### config.mk
export PLATFORM = sky130hd
export DESIGN_NAME = led_breath_blink_pwm_driver
export DESIGN_NICKNAME = d
export VERILOG_FILES = /design/src/design/bbp_pkg.sv /design/src/design/led_breath_blink_pwm_driver.sv
export VERILOG_INCLUDE_DIRS = /design/src /design/src/design
export SDC_FILE = /design/constraint.sdc
export NUM_CORES = 1
export LEC_CHECK = 0
export BUFFER_PORTS_ARGS = -buffer_cell sky130_fd_sc_hd__buf_2
export CAP_MARGIN = 20
export CORE_UTILIZATION = 40
export CTS_CLUSTER_DIAMETER = 120
export DETAILED_ROUTE_END_ITERATION = 12
export PLACE_DENSITY_LB_ADDON = 0.08
export SYNTH_ARGS = -nofsm -noshare
export SYNTH_HDL_FRONTEND = slang
export SYNTH_SLANG_ARGS = --single-unit
### constraint.sdc
create_clock -name clock -period 6 [get_ports clock]
set_clock_uncertainty 0.1 [all_clocks]
set_input_delay 0.3 -clock clock [delete_from_list [all_inputs] [get_ports clock]]
set_output_delay 0.3 -clock clock [all_outputs]
set_load 0.01 [all_outputs]
### src/design/led_breath_blink_pwm_driver_macros.svh
// ----------------------------------------------------------------------------
// Assertion macros for the breathing and blinking LED PWM driver
// Shared shorthand for clocked implication checks.
// ----------------------------------------------------------------------------
`ifndef LED_BREATH_BLINK_PWM_DRIVER_MACROS_SVH
`define LED_BREATH_BLINK_PWM_DRIVER_MACROS_SVH

// Same-cycle implication, disabled during reset.
`define BBP_ASSERT_NOW(label, clk, rst, ante, cons, msg) \
   label: assert property (@(posedge clk) disable iff (rst) (ante) |-> (cons)) \
      else $error(msg);

// Next-cycle implication, disabled during reset.
`define BBP_ASSERT_NEXT(label, clk, rst, ante, cons, msg) \
   label: assert property (@(posedge clk) disable iff (rst) (ante) |=> (cons)) \
      else $error(msg);

// Invariant that must hold at every edge outside reset.
`define BBP_ASSERT_ALWAYS(label, clk, rst, cond, msg) \
   `BBP_ASSERT_NOW(label, clk, rst, 1'b1, cond, msg)

`endif

### src/design/bbp_pkg.sv
`timescale 1ns / 1ps
// ----------------------------------------------------------------------------
// bbp_pkg
// Types, mode codes, register indexes and the breath table of the LED driver.
// ----------------------------------------------------------------------------
package bbp_pkg;

   localparam int NUM_PINS      = 4;
   localparam int STATUS_PIN    = 3;
   localparam int DUTY_W        = 8;
   localparam int MODE_W        = 3;
   localparam int STATUS_MODE_W = 2;
   localparam int TBL_IDX_W     = 6;
   localparam int TBL_ENTRIES   = 10;
   localparam int CSR_ADDR_W    = 5;
   localparam int CSR_DATA_W    = 32;

   // Pin mode codes; colour codes above fixed duty behave as off.
   localparam logic [MODE_W-1:0] MODE_OFF    = 3'd0;
   localparam logic [MODE_W-1:0] MODE_ON     = 3'd1;
   localparam logic [MODE_W-1:0] MODE_BLINK  = 3'd2;
   localparam logic [MODE_W-1:0] MODE_BREATH = 3'd3;
   localparam logic [MODE_W-1:0] MODE_FIXED  = 3'd4;

   // Register indexes on the configuration port.
   typedef enum logic [2:0] {
      REG_RED_MODE,
      REG_GREEN_MODE,
      REG_BLUE_MODE,
      REG_STATUS_MODE,
      REG_RED_DUTY,
      REG_GREEN_DUTY,
      REG_BLUE_DUTY
   } csr_reg_type;

   localparam logic [DUTY_W-1:0] BREATH_TABLE [TBL_ENTRIES] =
      '{8'd0, 8'd4, 8'd29, 8'd88, 8'd183, 8'd252, 8'd219, 8'd123, 8'd47, 8'd10};

   // Phases beyond the listed entries read a duty of zero.
   function automatic logic [DUTY_W-1:0] breath_at(input logic [TBL_IDX_W-1:0] idx);
      logic [DUTY_W-1:0] duty;
      duty = '0;
      if (idx < TBL_IDX_W'(TBL_ENTRIES)) begin
         duty = BREATH_TABLE[idx[3:0]];
      end
      return duty;
   endfunction

   // Colour mode codes without a meaning fold onto off.
   function automatic logic [MODE_W-1:0] color_mode_eff(input logic [MODE_W-1:0] m);
      logic [MODE_W-1:0] r;
      r = (m > MODE_FIXED) ? MODE_OFF : m;
      return r;
   endfunction

endpackage

### src/design/led_breath_blink_pwm_driver.sv
`timescale 1ns / 1ps
// ----------------------------------------------------------------------------
// led_breath_blink_pwm_driver
// Drives three active-low colour pins and one active-high status pin from a
// PWM counter, with off, on, blink, breath and fixed duty modes per pin.
//
// Channel  Direction  Payload                               Accepted when
// req      in         tdata[0] advance                      req_tvalid & req_tready
// rsp      out        tdata[3:0] pins, tlast period_end     rsp_tvalid & rsp_tready
// csr      in/out     APB, seven registers at 4*i           psel & penable & pwrite
//
// For each request, the state update and the pin levels
// are worked out between the state registers and the result register.
// A new request is taken in every cycle while the result register is empty
// or being emptied; a stalled result holds req_tready low.
// Reset is synchronous and clears the counters, the registers and the
// result valid; the pin latches return to their unlit levels.
// ----------------------------------------------------------------------------
`include "led_breath_blink_pwm_driver_macros.svh"

module led_breath_blink_pwm_driver #(
   parameter int PERIOD_TOP  = 256,
   parameter int STEP_DIVIDE = 40,
   parameter int TABLE_LEN   = 10
) (
   input  logic                             clock,
   input  logic                             reset,
   input  logic                             req_tvalid,
   output logic                             req_tready,
   input  logic [7:0]                       req_tdata,   // [0] advance
   output logic                             rsp_tvalid,
   input  logic                             rsp_tready,
   // [0] red_pin, [1] green_pin, [2] blue_pin, [3] status_pin, [7:4] zero
   output logic [7:0]                       rsp_tdata,
   output logic                             rsp_tlast,   // period_end
   input  logic                             csr_psel,
   input  logic                             csr_penable,
   input  logic                             csr_pwrite,
   input  logic [bbp_pkg::CSR_ADDR_W-1:0]   csr_paddr,
   input  logic [bbp_pkg::CSR_DATA_W-1:0]   csr_pwdata,
   output logic [bbp_pkg::CSR_DATA_W-1:0]   csr_prdata,
   output logic                             csr_pready
);
   import bbp_pkg::*;

   localparam int PWM_W  = $clog2(PERIOD_TOP + 1);
   localparam int STEP_W = $clog2(STEP_DIVIDE + 1);
   localparam int PH_W   = $clog2(TABLE_LEN);
   localparam int CMP_W  = (PWM_W > DUTY_W) ? PWM_W : DUTY_W;
   localparam int NUM_GROUPS = 2;

   // Configuration registers.
   logic [MODE_W-1:0]        color_mode_ff [3];
   logic [MODE_W-1:0]        color_mode_in [3];
   logic [STATUS_MODE_W-1:0] status_mode_ff, status_mode_in;
   logic [DUTY_W-1:0]        fixed_duty_ff [3];
   logic [DUTY_W-1:0]        fixed_duty_in [3];

   // Animation state; group 0 is colour, group 1 is status.
   logic [PWM_W-1:0]  pwm_count_ff, pwm_count_in;
   logic [STEP_W-1:0] step_ff  [NUM_GROUPS];
   logic [STEP_W-1:0] step_in  [NUM_GROUPS];
   logic [PH_W-1:0]   phase_ff [NUM_GROUPS];
   logic [PH_W-1:0]   phase_in [NUM_GROUPS];
   logic              flag_ff  [NUM_GROUPS];
   logic              flag_in  [NUM_GROUPS];
   logic [DUTY_W-1:0] breath_duty_ff [NUM_GROUPS];
   logic [DUTY_W-1:0] breath_duty_in [NUM_GROUPS];
   logic              pin_latch_ff [NUM_PINS];
   logic              pin_latch_in [NUM_PINS];

   // Result register.
   logic                rsp_valid_ff, rsp_valid_in;
   logic [NUM_PINS-1:0] rsp_pins_ff, rsp_pins_in;
   logic                rsp_end_ff, rsp_end_in;

   logic                req_accept;
   logic                step_go;
   logic                wrap;
   logic                cfg_write;
   csr_reg_type         cfg_reg;
   logic [1:0]          cfg_pin;
   logic [MODE_W-1:0]   mode_eff [NUM_PINS];
   logic                has_breath [NUM_GROUPS];
   logic                has_blink  [NUM_GROUPS];

   assign req_tready = !rsp_valid_ff || rsp_tready;
   assign req_accept = req_tvalid && req_tready;
   assign step_go    = req_accept && req_tdata[0];
   assign wrap       = pwm_count_ff >= PWM_W'(PERIOD_TOP);
   assign cfg_write  = csr_psel && csr_penable && csr_pwrite && csr_pready;
   assign cfg_reg    = csr_reg_type'(csr_paddr[4:2]);
   assign cfg_pin    = csr_paddr[3:2];
   assign csr_pready = 1'b1;

   // Effective modes and which groups are animated.
   always_comb begin
      for (int p = 0; p < NUM_PINS; p++) begin
         if (p == STATUS_PIN) begin
            mode_eff[p] = MODE_W'(status_mode_ff);
         end else begin
            mode_eff[p] = color_mode_eff(color_mode_ff[p]);
         end
      end
      for (int g = 0; g < NUM_GROUPS; g++) begin
         has_breath[g] = 1'b0;
         has_blink[g]  = 1'b0;
      end
      for (int p = 0; p < NUM_PINS; p++) begin
         if (mode_eff[p] == MODE_BREATH) begin
            has_breath[(p == STATUS_PIN) ? 1 : 0] = 1'b1;
         end
         if (mode_eff[p] == MODE_BLINK) begin
            has_blink[(p == STATUS_PIN) ? 1 : 0] = 1'b1;
         end
      end
   end

   // Counter, step dividers, breath table and blink latches.
   always_comb begin
      pwm_count_in = pwm_count_ff;
      for (int g = 0; g < NUM_GROUPS; g++) begin
         step_in[g]        = step_ff[g];
         phase_in[g]       = phase_ff[g];
         flag_in[g]        = flag_ff[g];
         breath_duty_in[g] = breath_duty_ff[g];
      end
      for (int p = 0; p < NUM_PINS; p++) begin
         pin_latch_in[p] = pin_latch_ff[p];
      end

      if (step_go) begin
         if (wrap) begin
            pwm_count_in = '0;
         end else begin
            pwm_count_in = pwm_count_ff + 1'b1;
         end
      end

      for (int g = 0; g < NUM_GROUPS; g++) begin
         if (step_go && wrap && (has_breath[g] || has_blink[g])) begin
            if (step_ff[g] == '0) begin
               if (has_breath[g]) begin
                  breath_duty_in[g] = breath_at(TBL_IDX_W'(phase_ff[g]));
                  if (phase_ff[g] >= PH_W'(TABLE_LEN - 1)) begin
                     phase_in[g] = '0;
                  end else begin
                     phase_in[g] = phase_ff[g] + 1'b1;
                  end
               end
               if (has_blink[g]) begin
                  flag_in[g] = !flag_ff[g];
               end
            end
            if (step_ff[g] >= STEP_W'(STEP_DIVIDE)) begin
               step_in[g] = '0;
            end else begin
               step_in[g] = step_ff[g] + 1'b1;
            end
         end
      end

      // Blink pins take the lit level when the flag is set.
      for (int p = 0; p < NUM_PINS; p++) begin
         if (step_go && wrap && (mode_eff[p] == MODE_BLINK) &&
             (step_ff[(p == STATUS_PIN) ? 1 : 0] == '0)) begin
            pin_latch_in[p] = flag_ff[(p == STATUS_PIN) ? 1 : 0] ?
                              (p == STATUS_PIN) : (p != STATUS_PIN);
         end
      end

      // Register writes; off and on force the latch of the written pin.
      for (int p = 0; p < 3; p++) begin
         color_mode_in[p] = color_mode_ff[p];
         fixed_duty_in[p] = fixed_duty_ff[p];
      end
      status_mode_in = status_mode_ff;
      if (cfg_write) begin
         case (cfg_reg)
            REG_RED_MODE, REG_GREEN_MODE, REG_BLUE_MODE: begin
               color_mode_in[cfg_pin] = csr_pwdata[MODE_W-1:0];
               if (color_mode_eff(csr_pwdata[MODE_W-1:0]) == MODE_OFF) begin
                  pin_latch_in[cfg_pin] = 1'b1;
               end else if (color_mode_eff(csr_pwdata[MODE_W-1:0]) == MODE_ON) begin
                  pin_latch_in[cfg_pin] = 1'b0;
               end
            end
            REG_STATUS_MODE: begin
               status_mode_in = csr_pwdata[STATUS_MODE_W-1:0];
               if (MODE_W'(csr_pwdata[STATUS_MODE_W-1:0]) == MODE_OFF) begin
                  pin_latch_in[STATUS_PIN] = 1'b0;
               end else if (MODE_W'(csr_pwdata[STATUS_MODE_W-1:0]) == MODE_ON) begin
                  pin_latch_in[STATUS_PIN] = 1'b1;
               end
            end
            REG_RED_DUTY:   fixed_duty_in[0] = csr_pwdata[DUTY_W-1:0];
            REG_GREEN_DUTY: fixed_duty_in[1] = csr_pwdata[DUTY_W-1:0];
            REG_BLUE_DUTY:  fixed_duty_in[2] = csr_pwdata[DUTY_W-1:0];
            default: ;
         endcase
      end
   end

   // Pin levels after this request, and the result register handshake.
   always_comb begin
      for (int p = 0; p < NUM_PINS; p++) begin
         case (mode_eff[p])
            MODE_BREATH: rsp_pins_in[p] = CMP_W'(pwm_count_in) >=
                            CMP_W'(breath_duty_in[(p == STATUS_PIN) ? 1 : 0]);
            MODE_FIXED:  rsp_pins_in[p] = (p != STATUS_PIN) &&
                            (CMP_W'(pwm_count_in) >= CMP_W'(fixed_duty_ff[p % 3]));
            default:     rsp_pins_in[p] = pin_latch_in[p];
         endcase
      end
      rsp_end_in = step_go && wrap;
      if (req_accept) begin
         rsp_valid_in = 1'b1;
      end else if (rsp_tready) begin
         rsp_valid_in = 1'b0;
      end else begin
         rsp_valid_in = rsp_valid_ff;
      end
   end

   // Register read-back.
   always_comb begin
      csr_prdata = '0;
      case (cfg_reg)
         REG_RED_MODE:    csr_prdata = CSR_DATA_W'(color_mode_ff[0]);
         REG_GREEN_MODE:  csr_prdata = CSR_DATA_W'(color_mode_ff[1]);
         REG_BLUE_MODE:   csr_prdata = CSR_DATA_W'(color_mode_ff[2]);
         REG_STATUS_MODE: csr_prdata = CSR_DATA_W'(status_mode_ff);
         REG_RED_DUTY:    csr_prdata = CSR_DATA_W'(fixed_duty_ff[0]);
         REG_GREEN_DUTY:  csr_prdata = CSR_DATA_W'(fixed_duty_ff[1]);
         REG_BLUE_DUTY:   csr_prdata = CSR_DATA_W'(fixed_duty_ff[2]);
         default:         csr_prdata = '0;
      endcase
   end

   // State registers.
   always_ff @(posedge clock) begin
      if (reset) begin
         pwm_count_ff   <= '0;
         status_mode_ff <= '0;
         rsp_valid_ff   <= 1'b0;
         for (int p = 0; p < 3; p++) begin
            color_mode_ff[p] <= MODE_OFF;
            fixed_duty_ff[p] <= '0;
         end
         for (int g = 0; g < NUM_GROUPS; g++) begin
            step_ff[g]        <= '0;
            phase_ff[g]       <= '0;
            flag_ff[g]        <= 1'b0;
            breath_duty_ff[g] <= '0;
         end
         for (int p = 0; p < NUM_PINS; p++) begin
            pin_latch_ff[p] <= (p != STATUS_PIN);
         end
      end else begin
         pwm_count_ff   <= pwm_count_in;
         status_mode_ff <= status_mode_in;
         rsp_valid_ff   <= rsp_valid_in;
         for (int p = 0; p < 3; p++) begin
            color_mode_ff[p] <= color_mode_in[p];
            fixed_duty_ff[p] <= fixed_duty_in[p];
         end
         for (int g = 0; g < NUM_GROUPS; g++) begin
            step_ff[g]        <= step_in[g];
            phase_ff[g]       <= phase_in[g];
            flag_ff[g]        <= flag_in[g];
            breath_duty_ff[g] <= breath_duty_in[g];
         end
         for (int p = 0; p < NUM_PINS; p++) begin
            pin_latch_ff[p] <= pin_latch_in[p];
         end
      end
   end

   // Result payload.
   always_ff @(posedge clock) begin
      if (req_accept) begin
         rsp_pins_ff <= rsp_pins_in;
         rsp_end_ff  <= rsp_end_in;
      end
   end

   assign rsp_tvalid = rsp_valid_ff;
   assign rsp_tdata  = {{(8 - NUM_PINS){1'b0}}, rsp_pins_ff};
   assign rsp_tlast  = rsp_end_ff;

   `BBP_ASSERT_ALWAYS(a_pwm_range, clock, reset, pwm_count_ff <= PWM_W'(PERIOD_TOP),
      "PWM counter beyond period top")
   `BBP_ASSERT_ALWAYS(a_phase_range, clock, reset,
      (phase_ff[0] < PH_W'(TABLE_LEN - 1) || phase_ff[0] == PH_W'(TABLE_LEN - 1)) &&
      (phase_ff[1] < PH_W'(TABLE_LEN - 1) || phase_ff[1] == PH_W'(TABLE_LEN - 1)),
      "breath phase beyond table length")
   `BBP_ASSERT_ALWAYS(a_step_range, clock, reset,
      step_ff[0] <= STEP_W'(STEP_DIVIDE) && step_ff[1] <= STEP_W'(STEP_DIVIDE),
      "step divider beyond its top")
   `BBP_ASSERT_NEXT(a_wrap_result, clock, reset, step_go && wrap,
      pwm_count_ff == '0 && rsp_tvalid && rsp_tlast,
      "period end not reported with a wrapped counter")
   `BBP_ASSERT_NEXT(a_hold_without_advance, clock, reset, req_accept && !req_tdata[0],
      pwm_count_ff == $past(pwm_count_ff) && !rsp_tlast,
      "counter moved on a request without advance")

endmodule

* Yosys cells after proc, flatten, opt, wreduce, memory -nomap -nowiden
Memories as Yosys holds them, arrays and structs flattened.
Index checks and enable logic that the tools add are counted.
** Operators by class
- Add/subtract/negate cells :: 5
- Multipliers :: 0
- Div/mod/pow operators :: 0
- Order comparisons :: 20
- Equality and inequality tests :: 19
- Shift-type cells :: 0
- Muxes and demuxes :: 96
- Bitwise operators :: 24
- Reduce and logical (&&, ||, !) cells :: 30
** Operators by type and width (number)
- 8-bit two-way mux :: 20
- 8-bit one-hot mux with 7 select lines :: 1
- 4-bit two-way mux :: 13
- 9-bit by 8-bit greater-or-equal comparator with 1-bit output :: 5
- 6-bit two-way mux :: 6
- 9-bit two-way mux :: 4
- 1-bit two-way mux :: 35
- 3-bit two-way mux :: 9
- 3-bit by 2-bit == test with 1-bit output, second input constant :: 8
- 24-bit two-way mux :: 1
- 3-bit == test, second input constant :: 6
- 1-bit OR :: 18
- 1-bit logical AND :: 16
- 6-bit by 1-bit adder with 6-bit output, second input constant :: 2
- 6-bit greater-or-equal comparator, second input constant :: 2
- 3-bit greater-than comparator, second input constant :: 4
- 6-bit logical NOT :: 2
- 5-bit greater-or-equal comparator, second input constant :: 2
- 4-bit NOT with 5-bit output :: 2
- 9-bit by 1-bit adder with 9-bit output, second input constant :: 1
- 9-bit bitwise mux :: 1
- 9-bit greater-or-equal comparator, second input constant :: 1
- 4-bit by 1-bit adder with 4-bit output, second input constant :: 2
- 4-bit greater-or-equal comparator, second input constant :: 2
- 20 further kinds :: 31
** Storage, ports and cells
- Flip-flop bits (word level) :: 17
- Bits in latches :: 0
- RAM bits :: 75
- ROM bits :: 256
- Output and inout bits :: 44
- Memories kept :: 9
** Memory list
- (name not given) :: words 16, bits a word 8, read ports 1, clocked after Yosys merged registers in 0, wr ports 0, RTL line bbp_pkg.sv:44 : duty = BREATH_TABLE[idx[3:0]];
- (name not given) :: words 16, bits a word 8, read ports 1, clocked after Yosys merged registers in 0, wr ports 0, RTL line bbp_pkg.sv:44
- fixed_duty_ff :: words 3, bits a word 8, read ports 3, clocked after Yosys merged registers in 0, wr ports 3, RTL line led_breath_blink_pwm_driver.sv:56 : logic [DUTY_W-1:0] fixed_duty_ff [3];
- breath_duty_ff :: words 2, bits a word 8, read ports 2, clocked after Yosys merged registers in 0, wr ports 2, RTL line led_breath_blink_pwm_driver.sv:67 : logic [DUTY_W-1:0] breath_duty_ff [NUM_GROUPS];
- step_ff :: words 2, bits a word 6, read ports 2, clocked after Yosys merged registers in 0, wr ports 2, RTL line led_breath_blink_pwm_driver.sv:61 : logic [STEP_W-1:0] step_ff [NUM_GROUPS];
- color_mode_ff :: words 3, bits a word 3, read ports 3, clocked after Yosys merged registers in 0, wr ports 3, RTL line led_breath_blink_pwm_driver.sv:53 : logic [MODE_W-1:0] color_mode_ff [3];
- +3 memories

* Logic depth before layout (Yosys ltp)
- Word-level depth :: 14
- Depth in mapped cells :: 14
- Depth with buffers taken out :: 14

* Least setup slack after synthesis
OpenSTA, ideal clock, no wires.
- Kind :: flip-flop to flip-flop
- Start point :: register rsp_valid_ff, in the netlist rsp_tvalid
- End point :: register rsp_pins_ff[3], data pin
- Data arrival time :: 2790 ps
- Setup slack :: 2850 ps
- Cell stages (with the launch flop) :: 14
- Path buffers :: 1
- Clock period less this slack :: 3150 ps
- Cells stage by stage :: dfxtp_1 -> nor2b_4 -> inv_2 -> nand4_1 -> buf_2 -> nor3_2 -> mux2_2 -> ha_1 -> nand2b_1 -> a21o_1 -> a21o_1 -> a211oi_1 -> o211ai_1 -> mux2_2
** RTL lines
- from (decl) :: RTL line led_breath_blink_pwm_driver.sv:73 : logic rsp_valid_ff, rsp_valid_in;
- from (signal assigned) :: RTL line led_breath_blink_pwm_driver.sv:262 : rsp_valid_ff <= rsp_valid_in;
- to (signal assigned) :: RTL line led_breath_blink_pwm_driver.sv:282 : rsp_pins_ff <= rsp_pins_in;
- to (decl) :: RTL line led_breath_blink_pwm_driver.sv:74 : logic [NUM_PINS-1:0] rsp_pins_ff, rsp_pins_in;

==> key figures <==
Power and ir drop
  – PwrDens: 206 mW/mm^2
  – Power, Total: 1.32 mW
  – Max IR drop VDD: 0.121 mV
  – Leakage power: 2.42 nW

STA
  – RSZ-0062 raised after global routing: no
  – Min cycle time layout: 4.06 ns
  – Final max-slew violation count: 0
  – Min Hold Slack: 0.118 ns
  – Setup TNS: 0 ns
  – Worst-margin pin slew: 1.05 ns
  – Fin worst setup slack: 1.94 ns
  – Period utilization: 67.6%
  – Final setup viols: 0
  – Final hold violation count: 0
  – Worst slew margin: 29.8%
  – Fmax achieved: 246 MHz

Clocking
  – TritonCTS Buffers: 9
  – Hold_buf cts: 0
  – Setup Fix Bufs, Post-CTS: 0
  – PostCTS Resize Cnt: 0
  – CTS tree: yes
  – Clock Tree Buf Depth: 2
  – Skew-Pair Late Insertion Delay: 0.35 ns
  – Root buf cell: clkbuf_16
  – Clock Sinks: 92
  – Clock Pin Slew Worst Setup and Hold Paths: 0.07 ns
  – H-tree levels: 3

Critical path
  – CP max FO: 11
  – Worst EP arrival: 4.05 ns
  – CP endpoint kind: register
  – Worst EP required: 5.99 ns
  – Critical path type: register to register
  – Worst Setup SP: pwm_count_ff[8]
  – R2R depth: 11
  – Worst r2r src: pwm_count_ff[8]
  – Startpoint types: register

Placement
  – PortBufs: 33
  – Placed wire-length estimate: 10.1 mm
  – Cell Count Post-Placement: 869
  – Cell Area, Placed: 0.00607 mm^2
  – GPL Wtd Cong: 0.829
  – Worst setup slack after placement: 1.92 ns

Floorplanning
  – Site row count: 43
  – Die Area: 0.0152 mm^2
  – Chip Height: 123 um
  – Ports: 96
  – Die Width: 123 um
  – Initial core utilization: 41.7%
  – CORE AREA: 0.0141 mm^2

Logic synthesis
  – Most frequent cell after synthesis: nor2_1
  – Synth Area in Adders: 12.6%
  – Largest family of logic cells by synthesized area: simple AND/OR/NAND/NOR gates
  – EDFF count, synth: 5
  – Synth top cells by count: nor2_1 (99), dfxtp_1 (87), ha_1 (59)
  – Synth Area in Compound Gates: 14.8%
  – Register bit total from synthesis: 92
  – Syn Inst Count: 681
  – Sequential area share after synthesis: 32.2%
  – Post-synth ARST share: 0%
  – Ys flop type: dfxtp_1
  – Synth Area in Simple Gates: 19.4%
  – Yosys warns: 0
  – Distinct cells, synth: 71
  – Top-area cell type share of the netlist area: 29.6%
  – Leading area contributor after synthesis: dfxtp_1
  – Mux cell area share after synthesis: 9.88%
  – XOR/XNOR share of the synthesized area: 2.24%
  – Syn avg cell area: 8.63 um^2
  – Top post-synthesis cells by area: dfxtp_1 (30%), ha_1 (13%), mux2i_1 (8.3%)
  – Mapped cell area: 0.00588 mm^2

Drt
  – Routed len/inst: 15.5 um
  – Final WL: 13.8 mm
  – Residual DRC: 0
  – Initial DRC Count: 209
  – Vias per inst: 5.25
  – Vias: 4642
  – Detail Route Antenna Nets: 0
  – DRT Pass-1 Iters: 5

Global route
  – GRT Overall Usage: 19.5%
  – Grt ovf: 0
  – Vias in the first global route: 4435
  – Global-route wire length before repair: 22.5 mm
  – Largest net degree at the start of global routing: 78
  – Initial antenna violation count: 0

Finish
  – Nets: 811
  – Area growth syn-to-layout: 8.73%
  – Share of cells above drive strength 1: 11.6%
  – Final Cell Area: 0.00639 mm^2
  – Final std cells w/o fill: 885
  – Diodes inserted: 0
  – Finished Core Util: 45.3%

Job
  – Max-Cap Viols: 0

Status
  – Outcome: completed

Worst hold path
  – Hold Path Class: primary input to register
  – HP Start: csr_pwdata[7]
  – Min-Delay Path Depth: 3
-- worst max-delay path, cell delays in order, from the launching register on --
cell,delay (ns)
dfxtp_1,0.50
nand4_1,0.58
a311oi_2,0.88
o221ai_1,0.25
o21a_1,0.17
ha_1,0.26
nand2b_1,0.14
a211oi_1,0.24
o21a_1,0.18
o211ai_2,0.12
a32oi_1,0.24
a21oi_1,0.11
-- power breakdown --
group          switching, mW  internal (mW)
logic                 0.0560         0.0252
clock network          0.247          0.365
registers            0.00289          0.619
total                  0.306           1.01
-- cell usage in the layout, fill, tap and decap left out, types with 7 or more instances in the layout --
| cell type | synthesis | final |
|---|---|---|
| inv_1 | 43 | 43 |
| mux2i_1 | 49 | 49 |
| xnor2_1 | 8 | 8 |
| nor3_1 | 7 | 7 |
| nor2_1 | 99 | 99 |
| xor2_1 | 7 | 7 |
| nand2b_1 | 11 | 11 |
| a21o_1 | 10 | 10 |
| conb_1 | 2 | 29 |
| dfxtp_1 | 87 | 87 |
| buf_4 | 31 | 7 |
| nor2b_1 | 12 | 12 |
| and3_1 | 7 | 7 |
| ha_1 | 59 | 59 |
| o21ai_0 | 26 | 26 |
| nand4_1 | 10 | 10 |
| a211oi_1 | 8 | 8 |
| nand3_1 | 16 | 16 |
| o211ai_1 | 8 | 8 |
| clkbuf_16 | 0 | 9 |
| a31oi_1 | 10 | 10 |
| a21oi_1 | 23 | 23 |
| buf_2 | 9 | 33 |
| nand2_1 | 31 | 31 |
-- flip-flops by register name, summed over array words and instances, names as in the netlist --
| register | flops |
|---|---|
| fixed_duty_ff | 24 |
| breath_duty_ff | 16 |
| step_ff | 12 |
| color_mode_ff | 9 |
| pwm_count_ff | 9 |
| phase_ff | 8 |
| pin_latch_ff | 4 |
| rsp_pins_ff | 4 |
| flag_ff | 2 |
| status_mode_ff | 2 |
| rsp_tlast | 1 |
| rsp_tvalid | 1 |
-- kinds of logic after synthesis --
logic type,after synthesis
simple gates,226
other cells,2
buf+inv,104
mux,56
xor+xnor,15
flops,92
compound gates,127
fa+ha+maj,59
-- final cells by class --
class,count,area (um^2)
fill,1417,7710
multi-input combinational,512,3570
sequential,92,1890
clock buffer,10,229
tap,180,225
timing repair buffer,40,218
inverter,45,169
clock inverter,6,88.8
-- worst paths after layout --
kind	to	slack, ns
worst max-delay path	rsp_pins_ff[2]	1.94
worst min-delay path	fixed_duty_ff[0][7]	0.12
worst max register to register	rsp_pins_ff[2]	1.94
worst min register to register	step_ff[0][7]	0.39
-- routing by layer --
layer / up-vias / share of wire [%] / global-route usage [%]
met1: 2183 / 49 / 25.5
met3: 24 / 3.0 / 3.97
li1: 2356 / - / -
met4: 0 / 2.6 / 7.68
met2: 79 / 46 / 31.3
met5: - / 0 / 0
Note: power is estimated with default switching activity, not from simulation.
